### config.mk
export PLATFORM = sky130hd
export DESIGN_NAME = npcl1_cell
export DESIGN_NICKNAME = d
export VERILOG_FILES = /design/src/rtl/npcl1_pkg.sv /design/src/rtl/npcl1_cell.sv
export SDC_FILE = /design/constraint.sdc
export NUM_CORES = 1
export LEC_CHECK = 0
export ABC_AREA = 1
export ABC_CLOCK_PERIOD_IN_PS = 3200
export BUFFER_PORTS_ARGS = -buffer_cell sky130_fd_sc_hd__buf_2
export CAP_MARGIN = 10
export CELL_PAD_IN_SITES_DETAIL_PLACEMENT = 1
export CELL_PAD_IN_SITES_GLOBAL_PLACEMENT = 1
export CORE_AREA = 2 2 139 141
export CTS_BUF_LIST = sky130_fd_sc_hd__clkbuf_4 sky130_fd_sc_hd__clkbuf_8 sky130_fd_sc_hd__clkbuf_16
export CTS_CLUSTER_SIZE = 12
export DETAILED_ROUTE_END_ITERATION = 7
export DIE_AREA = 0 0 141 143
export PLACE_DENSITY = 0.82
export SYNTH_ARGS = -nofsm -noshare
export SYNTH_HDL_FRONTEND = slang
export SYNTH_SLANG_ARGS = --single-unit
export TNS_END_PERCENT = 20
### constraint.sdc
create_clock -name aclk -period 3.2 [get_ports aclk]
set_clock_uncertainty 0.05 [all_clocks]
set_input_delay 0.32 -clock aclk [delete_from_list [all_inputs] [get_ports aclk]]
set_output_delay 0.32 -clock aclk [all_outputs]
set_load 0.01 [all_outputs]
### src/rtl/npcl1_pkg.sv
// Shared types and constants for the nearest palette color block.
// No dependencies; used by the search cell, the top level and the port checker.
`timescale 1ns / 1ps

package npcl1_pkg;

    // Widths fixed by the item format.
    localparam int COLOR_W = 32;
    localparam int DIST_W  = 10;
    localparam int SLOT_W  = 8;

    // Command codes carried in s_tuser.
    localparam logic CMD_LOAD  = 1'b0;
    localparam logic CMD_MATCH = 1'b1;

    // Largest possible RGB Manhattan distance.
    localparam logic [DIST_W-1:0] DIST_MAX = 10'd765;

    // Search request traveling down the chain of cells, with the best entry so far.
    typedef struct packed {
        logic               valid;
        logic [COLOR_W-1:0] pixel;
        logic [DIST_W-1:0]  best_dist;
        logic [COLOR_W-1:0] color;
    } npcl1_token_t;

endpackage

### src/rtl/npcl1_cell.sv
// One cell of the palette search chain: holds one palette entry and compares it
// against the request passing through. Depends on npcl1_pkg.
`timescale 1ns / 1ps

module npcl1_cell import npcl1_pkg::*; #(
    parameter int IDX   = 0,
    parameter int IDX_W = 8,
    parameter int LIM_W = 9
) (
    input  logic               aclk,
    input  logic               aresetn,
    input  logic               en,
    input  logic [LIM_W-1:0]   limit,
    input  logic               wr_en,
    input  logic [COLOR_W-1:0] wr_color,
    input  npcl1_token_t       tok_in,
    input  logic [IDX_W-1:0]   idx_in,
    output npcl1_token_t       tok_out,
    output logic [IDX_W-1:0]   idx_out
);

    localparam logic [LIM_W-1:0] MY_POS = LIM_W'(IDX);
    localparam logic [IDX_W-1:0] MY_IDX = IDX_W'(IDX);

    logic [COLOR_W-1:0] entry_reg;
    logic               valid_reg;
    logic [COLOR_W-1:0] pixel_reg;
    logic [DIST_W-1:0]  dist_reg;
    logic [COLOR_W-1:0] color_reg;
    logic [IDX_W-1:0]   idx_reg;

    logic [7:0]        diff_r;
    logic [7:0]        diff_g;
    logic [7:0]        diff_b;
    logic [DIST_W-1:0] dist_here;
    logic              in_range;
    logic              take;

    // Absolute difference of one 8-bit channel.
    function automatic logic [7:0] abs_diff(input logic [7:0] a, input logic [7:0] b);
        abs_diff = (a > b) ? (a - b) : (b - a);
    endfunction

    // Palette entry storage, written by a load request addressed to this cell.
    always_ff @(posedge aclk) begin
        if (wr_en) begin
            entry_reg <= wr_color;
        end
    end

    // Distance from the passing pixel to this entry, ignoring alpha.
    always_comb begin
        diff_r    = abs_diff(tok_in.pixel[23:16], entry_reg[23:16]);
        diff_g    = abs_diff(tok_in.pixel[15:8], entry_reg[15:8]);
        diff_b    = abs_diff(tok_in.pixel[7:0], entry_reg[7:0]);
        dist_here = DIST_W'(diff_r) + DIST_W'(diff_g) + DIST_W'(diff_b);
        in_range  = MY_POS < limit;
        // The first cell always seeds the best; later cells win only on a strictly
        // smaller distance, so ties stay with the lower index.
        take      = (IDX == 0) || (in_range && (dist_here < tok_in.best_dist));
    end

    // Valid bit of the stage.
    always_ff @(posedge aclk) begin
        if (!aresetn) begin
            valid_reg <= 1'b0;
        end else if (en) begin
            valid_reg <= tok_in.valid;
        end
    end

    // Payload of the stage.
    always_ff @(posedge aclk) begin
        if (en) begin
            pixel_reg <= tok_in.pixel;
            if (take) begin
                dist_reg  <= dist_here;
                color_reg <= entry_reg;
                idx_reg   <= MY_IDX;
            end else begin
                dist_reg  <= tok_in.best_dist;
                color_reg <= tok_in.color;
                idx_reg   <= idx_in;
            end
        end
    end

    assign tok_out.valid     = valid_reg;
    assign tok_out.pixel     = pixel_reg;
    assign tok_out.best_dist = dist_reg;
    assign tok_out.color     = color_reg;
    assign idx_out           = idx_reg;

endmodule

==> out/results.ini, run 1 <==
[status]
status=complete, but fails checks
violations=setup timing

[detailed_routing]
drt-initial-drc-count=195
wl_mm=17.3
drc=0
via_count=5081
wire_per_inst_um=15.3
antenna_left=0
firstDrtPassIters=4
avgViaCountPerCell=4.49

[place]
dp.cells=1095
place_congestion=0.886
dpl.hpwl_mm=12.8
io_buffer_count=143

[cts]
cts_buffers=9
cts_tree=yes
path_clk_slew_ps=80
clk-insertion-delay-late_ps=360
numClockSinks=107
htreeDepth=3
root_buffer=clkbuf_16
clock_path_buffers=2

[yosys]
syn-cell-area_mm2=0.00621
yosysUniqueCellTypes=32
yosysSeqAreaShare_pct=51.6
syn_avg_cell_area_um2=9.97
ys_warn_count=0
synth-seq-cells=107
syn_inst=623

[global_routing]
grt_overflow=0
grt_pass1_wl_mm=26.9
grt_pass1_vias=5545
grtUsageTotal_pct=17.1
antenna_found_initial=1
grt_max_degree=77

[power]
p_leak_nw=4.35
sw_frac_of_total_pct=35.2
vdd_drop_max_mv=0.300
power.switching_mw=2.04
p_clk_share_pct=21.2
power_density_mw_per_mm2=661
p_int_mw=3.75
seq_power_share_pct=31.9
power.share.combinational_pct=46.9

[sta]
hold_viol_final=0
setup_ws_ps=-229
fmax_mhz=292
tightest_slew_ps=1040
finalCriticalPeriod_ps=3430
hold_slack_ps=71.8
rsz0062_at_grt=yes
finalMaxSlewViolations=0
setup_viol=7
slew_headroom_pct=30.6
period_share_pct=107

[layout]
layout.nets=1086
n_fill_cell=2143
layout_common_cells=buf_2 (142), nand2_1 (128), buf_4 (123)
final_cells=1131
final_common_cell=buf_2
layout-drive-gt1-share_pct=41.4
area_growth_pct=41.1

[setup_path]
reg2reg_setup_slack_ps=-230
crit_chain=ha_2, inv_2, fa_2, nand2_2, nand2_2, nand3_2, nand2_2, nand2_4, buf_4, nand3_1, nand2_2, inv_2, fa_1, inv_1, ha_4, a21o_1, a31oi_2, nand2_1, nand2_1, nand2_1
critical_path.max_fanout=7
worstSetupPathType=flip-flop to flip-flop
ff2ff_path_depth=20
path_buf_inv=4
cp_top_family=adder cells
r2r_start=entry_reg[16]$_DFFE_PP_
cpMaxStageDelayCell=fa_1
r2r_end=dist_reg[8]$_DFFE_PP_
cpMostUsedCell=nand2_2
end_kind=flip-flop
critPathLaunchType=flip-flop
slowest_delay_ps=540
worstPathRequired_ps=3280
arrival_ps=3500

[worst_hold_path]
min_to=entry_reg[27]$_DFFE_PP_
holdCritStartpoint=wr_color[27]
hold_class=input port to flip-flop
hold_depth=1

[die]
die_w_um=141
die_h_um=143
num_rows=50
io_pins=211
initial_utilization_pct=33.4
coreArea_mm2=0.0186
dieArea_mm2=0.0202

[job]
maxCapViolations=0

## worst register-to-register path, stage by stage, from the launching register on
cell and delay, ps:
edfxtp_1 390, ha_2 200, inv_2 40, fa_2 350, nand2_2 70, nand2_2 50
nand3_2 70, nand2_2 70, nand2_4 120, buf_4 130, nand3_1 80, nand2_2 80
inv_2 50, fa_1 540, inv_1 80, ha_4 260, a21o_1 170, a31oi_2 180
nand2_1 90, nand2_1 70, nand2_1 60
## power groups by stage
stage	registers, mW	logic [mW]	clock network [mW]
after global routing	1.86	3.01	1.32
after global placement	1.87	2.04	0
after floorplan	1.94	1.18	0
after CTS	1.85	2.50	1.27
final	1.85	2.72	1.23
after detailed placement	1.88	2.16	0
## area by class of cell
cell class | count | area, µm² | area share (%)
diodes | 1 | 2.50 | 0.0286
clock inverters | 7 | 105 | 1.20
repair buffers | 268 | 1680 | 19.1
inverters | 129 | 487 | 5.55
multi-input cells | 376 | 2770 | 31.6
flip-flops and latches | 107 | 3200 | 36.6
clock buffers | 9 | 225 | 2.57
well taps | 234 | 293 | 3.34
## timing repair
action,in CTS,in global routing
setup buffers,15,4
setup endpoints to repair,8,8
gates resized for setup,49,33
hold buffers,0,0
pin swaps,26,28
## per-stage QoR
stage	utilization [%]	TNS, ps	setup slack [ps]	power [mW]	instance area, µm²
detailed placement	42.8	-2580	-458	4.04	7940
global route	47.1	-2370	-408	6.19	8760
CTS	46.2	-1050	-201	5.62	8590
floorplan	-	0	14.7	3.12	6250
finish	47.2	-904	-229	5.79	8760
global placement	42.8	-1600	-279	3.92	7940
## cell usage after synthesis, drive strengths merged
cell	number	area [µm²]
nand2	152	586
a21o	5	37.5
nor2	20	77.6
o21ai	18	113
nand3	49	245
xor2	15	131
fa	15	300
ha	52	651
nand3b	1	7.51
or2	3	18.8
a31oi	1	6.26
o21bai	1	7.51
o211ai	1	7.51
conb	1	3.75
dfxtp	1	20.0
nor3	1	5.00
nand4	5	31.3
inv	129	484
xnor2	6	52.6
edfxtp	106	3180
a21oi	23	119
buf	18	124
## layer usage
layer / vias to the layer above / part of all wire [%] / GRT usage [%]
li1: 2519 / - / -
met1: 2431 / 41 / 19.2
met2: 104 / 54 / 32.5
met3: 27 / 3.0 / 2.75
met4: 0 / 2.3 / 6.37
met5: - / 0 / 0
## logic make-up (layout without fill, tap and decap cells)
family | Yosys count | in the layout | synth area share, %
compound gates | 49 | 49 | 4.67
fa+ha+maj | 67 | 67 | 15.3
other cells | 1 | 9 | 0.0604
flops | 107 | 107 | 51.6
buf+inv | 147 | 413 | 9.79
simple gates | 231 | 231 | 15.6
xor+xnor | 21 | 21 | 2.96
## how the worst max path moves through the flow
stage	from	end	cells after the start
final	entry_reg[16]$_DFFE_PP_	dist_reg[8]$_DFFE_PP_	20
after global placement	tok_in[58]	dist_reg[8]$_DFFE_PP_	21
after global routing	entry_reg[1]$_DFFE_PP_	dist_reg[8]$_DFFE_PP_	19
after floorplan	tok_in[58]	dist_reg[8]$_DFFE_PP_	20
after CTS	entry_reg[16]$_DFFE_PP_	dist_reg[7]$_DFFE_PP_	19
after detailed placement	tok_in[58]	dist_reg[8]$_DFFE_PP_	22
No activity file was read; power rests on OpenSTA's default activity.
==> inputs of run 2 (changes only) <==
Settings changed: ABC_CLOCK_PERIOD_IN_PS 3200 to 3620, CAP_MARGIN 10 to default, CORE_AREA 2 2 139 141 to 2 2 131 133, DIE_AREA 0 0 141 143 to 0 0 133 135, PLACE_DENSITY 0.82 to 0.87.
Clock period 3.2 ns to 3.62 ns, I/O delays scaled along.
==> run 2 against run 1 <==
  * Largest power group unchanged
  * Design area is 11% lower
  * The flow now finishes without violations
  * Global-route usage is 0.22 points higher
  * Via count is 8.1% lower
  * Critical path type unchanged
==> out/results.ini, run 2 (synthesized netlist as in run 1, its figures left out) <==
[place]
io_buffer_count=143  ; unchanged
place_congestion=0.829  ; -6.4%
dpl.hpwl_mm=11.5  ; -10%
place_area_mm2=0.00738  ; -7.0%
dp_slack_ps=-161  ; +296 ps

[cts]
numClockSinks=107  ; unchanged
cts_tree=yes
path_clk_slew_ps=80  ; about the same
holdBufCountCts=0  ; unchanged
cts_buffers=9  ; unchanged
root_buffer=clkbuf_16
htreeDepth=3  ; unchanged
clock_path_buffers=2  ; unchanged
clk-insertion-delay-late_ps=360  ; about the same

[sta]
setup_ws_ps=199  ; +428 ps
rsz0062_at_grt=yes
hold_viol_final=0  ; unchanged
slew_headroom_pct=32.3  ; +1.7 points
setup_viol=0  ; -7
finalMaxSlewViolations=0  ; unchanged
tightest_slew_ps=1020  ; -25.5 ps
period_share_pct=94.5  ; -13 points
finalCriticalPeriod_ps=3420  ; -7.76 ps
fmax_mhz=292  ; +0.23%

[setup_path]
cp_top_family=adder cells
slowest_delay_ps=540  ; about the same
critical_path_depth=20  ; unchanged
critical_path.max_fanout=7  ; unchanged
critPathLaunchType=flip-flop
crit_chain=ha_1, inv_1, fa_2, nand2_1, nand2_1, nand3_1, nand2_2, nand2_4, buf_4, nand3_1, nand2_1, fa_1, inv_1, ha_1, buf_4, nand2_1, inv_1, nand2_1, nand2_2, xor2_1
end_kind=flip-flop
cpMaxStageDelayCell=fa_1
worstPathRequired_ps=3680  ; +400 ps
ff2ff_path_depth=20  ; unchanged
path_buf_inv=5  ; +1
worstSetupPathType=flip-flop to flip-flop
cpMostUsedCell=nand2_1
arrival_ps=3480  ; -20 ps

[die]
coreArea_mm2=0.0164  ; -12%
die_w_um=133  ; -5.7%
io_pins=211  ; unchanged
dieArea_mm2=0.0180  ; -11%
die_h_um=135  ; -5.6%
num_rows=47  ; -6.0%
initial_utilization_pct=37.9  ; +4.4 points

[global_routing]
grt_max_degree=77  ; unchanged
grt_overflow=0  ; unchanged
grt_pass1_wl_mm=24.3  ; -9.7%
antenna_found_initial=1  ; unchanged
grt_pass1_vias=5053  ; -8.9%
grtUsageTotal_pct=17.3  ; +0.22 points

[status]
status=finished clean

[power]
p_leak_nw=3.89  ; -11%
power_density_mw_per_mm2=580  ; -12%
vdd_drop_max_mv=0.328  ; +9.5%
p_total_mw=4.53  ; -22%

[worst_hold_path]
hold_depth=1  ; unchanged
hold_class=input port to flip-flop

[detailed_routing]
wl_mm=14.8  ; -15%
avgViaCountPerCell=4.54  ; +0.96%
wire_per_inst_um=14.4  ; -6.1%
drt-initial-drc-count=219  ; +12%
antenna_left=0  ; unchanged
drc=0  ; unchanged
via_count=4667  ; -8.1%
firstDrtPassIters=4  ; unchanged

[layout]
antennaDiodeCount=0  ; -1
final_util_pct=47.6  ; +0.40 points
layout.nets=999  ; -8.0%
area_growth_pct=25.6
final_common_cell=nand2_1
layout_common_cells=nand2_1 (144), buf_2 (142), inv_1 (127)
layout-drive-gt1-share_pct=29.2  ; -12 points
final_area_mm2=0.00780  ; -11%

[job]
maxCapViolations=0  ; unchanged

## run 2: changes by cell type in the layout (fill, tap and decap cells not counted), moves of 6 or more
cell     delta
inv_2       -6
nand2_2    -16
ha_1       +10
ha_4        -8
inv_1       +7
nand2_1    +16
buf_4      -85
## run 2: worst register-to-register path, stage by stage, from the launching register on
cell and delay, ps:
edfxtp_1 430, ha_1 200, inv_1 100, fa_2 220, nand2_1 50, nand2_1 100, nand3_1 90, nand2_2 100
nand2_4 70, buf_4 150, nand3_1 80, nand2_1 90, fa_1 540, inv_1 50, ha_1 300, buf_4 160
nand2_1 60, inv_1 40, nand2_1 80, nand2_2 70, xor2_1 170
## run 2: repair_timing
item                                   in CTS  in global routing
setup buffers                               0                  1
gates resized for setup                     1                 27
pin swaps                                   0                  5
cloned                                      0                  0
endpoints found under the hold margin       0                  0
setup endpoints to repair                   1                  7
## run 2: metal layers
layer	vias up	global-route usage, %	part of all wire (%)
met1	2212	19.6	41
met5	-	0	0.074
met2	91	32.1	53
li1	2341	-	-
met3	21	4.32	4.0
met4	2	5.26	1.7
## run 2: cell type report
cell class / count / area, µm²
Fill cell: 1947 / 8600
Sequential cell: 107 / 3200
Multi-Input combinational cell: 376 / 2530
Timing Repair Buffer: 181 / 1010
Inverter: 129 / 484
Tap cell: 220 / 275
Clock buffer: 9 / 225
Clock inverter: 7 / 72.6
## run 2: report_power, final
part	switching, mW	internal, mW	leakage [nW]
logic	1.05	0.863	2.70
registers	0.0431	1.59	1.05
clock network	0.493	0.488	0.143
## run 2: per-stage QoR
step | TNS, ps | hold WS, ps | instances
floorplan | 0 | 350 | 630
global placement | -39.2 | 350 | 1012
detailed placement | -583 | 356 | 1012
CTS | 0 | 97.3 | 1028
global route | -72.9 | 92.8 | 1029
finish | 0 | 115 | 1029
## run 2: final timing paths
kind,slack [ps],from,end
hold / removal,120,tok_in[71],pixel_reg[29]$_DFFE_PP_
hold reg to reg,370,entry_reg[26]$_DFFE_PP_,color_reg[26]$_DFFE_PP_
setup reg to reg,200,entry_reg[16]$_DFFE_PP_,dist_reg[7]$_DFFE_PP_
setup / recovery,200,entry_reg[16]$_DFFE_PP_,dist_reg[7]$_DFFE_PP_
==> inputs of run 3 (changes only) <==
Settings changed: RECOVER_POWER from default to 50.
==> run 3 against run 2 <==
  * Routed wire length hardly changed
  * Global-route usage stayed put
  * Critical path depth stayed put
  * Fmax hardly changed
  * Clock power hardly changed
  * Clock-buffer cell count stayed put
  * Sequential power hardly changed
  * Final cell count stayed put
  * First-iteration DRC count is 5.9% lower
  * Largest cell class unchanged
  * Highest routed layer unchanged
==> out/results.ini, run 3 (synthesized netlist as in run 1, its figures left out) <==
[sta]
setup_viol=0  ; unchanged
setup_ws_ps=196  ; -2.63 ps
slew_headroom_pct=32.3  ; -0.059 points
hold_viol_final=0  ; unchanged
tightest_slew_ps=1020  ; +0.878 ps
fin_setup_tns_ps=0  ; unchanged
finalMaxSlewViolations=0  ; unchanged
fmax_mhz=292  ; about the same
period_share_pct=94.6  ; about the same
finalCriticalPeriod_ps=3420  ; +2.63 ps
hold_slack_ps=116  ; +0.596 ps
rsz0062_at_grt=yes

[power]
vdd_drop_max_mv=0.329  ; +0.12%
p_int_mw=2.94  ; -0.11%
seq_power_share_pct=36.0  ; about the same
power.share.combinational_pct=42.3  ; about the same
p_clk_share_pct=21.7  ; about the same
sw_frac_of_total_pct=35.2  ; +0.049 points
power.switching_mw=1.59  ; +0.11%
p_total_mw=4.53  ; about the same
p_leak_nw=3.83  ; -1.5%
power_density_mw_per_mm2=582  ; +0.31%

[layout]
final_area_mm2=0.00778  ; -0.34%
layout-drive-gt1-share_pct=26.6  ; -2.6 points
layout_common_cells=nand2_1 (144), inv_1 (127), buf_2 (121)
layout.nets=999  ; unchanged
antennaDiodeCount=0  ; unchanged
area_growth_pct=25.2
final_common_cell=nand2_1
final_util_pct=47.4  ; -0.16 points
final_cells=1029  ; unchanged
n_fill_cell=1957  ; +0.51%

[global_routing]
grt_overflow=0  ; unchanged
grt_max_degree=77  ; unchanged
antenna_found_initial=1  ; unchanged
grtUsageTotal_pct=17.3  ; unchanged
grt_pass1_vias=5053  ; unchanged
grt_pass1_wl_mm=24.3  ; unchanged

[setup_path]
worstSetupPathType=flip-flop to flip-flop
critPathLaunchType=flip-flop
critical_path.max_fanout=7  ; unchanged
arrival_ps=3490  ; about the same
cpMostUsedCell=nand2_1
slowest_delay_ps=540  ; about the same
crit_chain=ha_1, inv_1, fa_2, nand2_1, nand2_1, nand3_1, nand2_2, nand2_4, buf_4, nand3_1, nand2_1, fa_1, inv_1, ha_1, buf_4, nand2_1, inv_1, nand2_1, nand2_2, xor2_1
end_kind=flip-flop
cpMaxStageDelayCell=fa_1
cp_top_family=adder cells
path_buf_inv=5  ; unchanged
worstPathRequired_ps=3680  ; about the same

[place]
place_area_mm2=0.00738  ; unchanged
dp.cells=1012  ; unchanged
dp_slack_ps=-161  ; unchanged
place_congestion=0.829  ; unchanged
io_buffer_count=143  ; unchanged
dpl.hpwl_mm=11.5  ; unchanged

[cts]
cts_tree=yes
root_buffer=clkbuf_16
clock_path_buffers=2  ; unchanged
cts_buffers=9  ; unchanged
holdBufCountCts=0  ; unchanged
clk-insertion-delay-late_ps=360  ; about the same
numClockSinks=107  ; unchanged
htreeDepth=3  ; unchanged
path_clk_slew_ps=80  ; about the same

[die]
io_pins=211  ; unchanged
dieArea_mm2=0.0180  ; unchanged
die_h_um=135  ; unchanged
initial_utilization_pct=37.9  ; unchanged
die_w_um=133  ; unchanged
coreArea_mm2=0.0164  ; unchanged
num_rows=47  ; unchanged

[detailed_routing]
avgViaCountPerCell=4.53  ; -0.21%
wire_per_inst_um=14.4  ; about the same
firstDrtPassIters=4  ; unchanged
wl_mm=14.8  ; about the same
via_count=4657  ; -0.21%
antenna_left=0  ; unchanged
drc=0  ; unchanged
drt-initial-drc-count=206  ; -5.9%

[worst_hold_path]
hold_class=input port to flip-flop

[job]
maxCapViolations=0  ; unchanged

[status]
status=finished clean

run 3: cell count changes in the layout (fill, tap and decap cells not counted), sizes merged:
cell	previous run	this run
clkbuf	9	30
buf	181	160
run 3: path summary, 6_finish.rpt:
path | slack, ps | cells after the start | start | to
worst max-delay path | 200 | 20 | entry_reg[16]$_DFFE_PP_ | dist_reg[7]$_DFFE_PP_
worst min-delay path | 120 | 1 | tok_in[71] | pixel_reg[29]$_DFFE_PP_
worst max register to register | 200 | 20 | entry_reg[16]$_DFFE_PP_ | dist_reg[7]$_DFFE_PP_
worst min register to register | 370 | 0 | entry_reg[26]$_DFFE_PP_ | color_reg[26]$_DFFE_PP_
run 3: final cells by class:
class	count	area, µm²	share of cell area [%]
clock inverters	7	72.6	0.933
flip-flops and latches	107	3200	41.2
inverters	129	484	6.23
repair buffers	181	981	12.6
clock buffers	9	225	2.90
well taps	220	275	3.54
multi-input cells	376	2530	32.6
run 3: worst reg2reg max path: stages, from the launching register on:
cell and delay (ps):
edfxtp_1 430, ha_1 200, inv_1 90, fa_2 220, nand2_1 50, nand2_1 100, nand3_1 90, nand2_2 100
nand2_4 70, buf_4 150, nand3_1 80, nand2_1 90, fa_1 540, inv_1 50, ha_1 310, buf_4 160
nand2_1 60, inv_1 40, nand2_1 80, nand2_2 70, xor2_1 170
run 3: metal layers:
layer / GRT usage (%) / vias to the layer above / part of all wire (%)
met5: 0 / - / 0.074
met4: 5.26 / 2 / 1.6
met3: 4.32 / 18 / 4.1
li1: - / 2342 / -
met1: 19.6 / 2209 / 41
met2: 32.1 / 86 / 53
run 3: repair_timing:
item | in CTS | in global routing
pin swaps | 0 | 5
endpoints found under the setup margin | 1 | 7
resized for setup | 1 | 27
buffers inserted | 0 | 1
run 3: power by group through the flow:
stage               Sequential [mW]  Clock [mW]  Combinational [mW]
CTS                            1.63        1.03                1.75
floorplan                      1.72           0                1.02
global route                   1.65        1.07                2.16
detailed placement             1.66           0                1.73
finish                         1.63       0.981                1.92
global placement               1.65           0                1.63
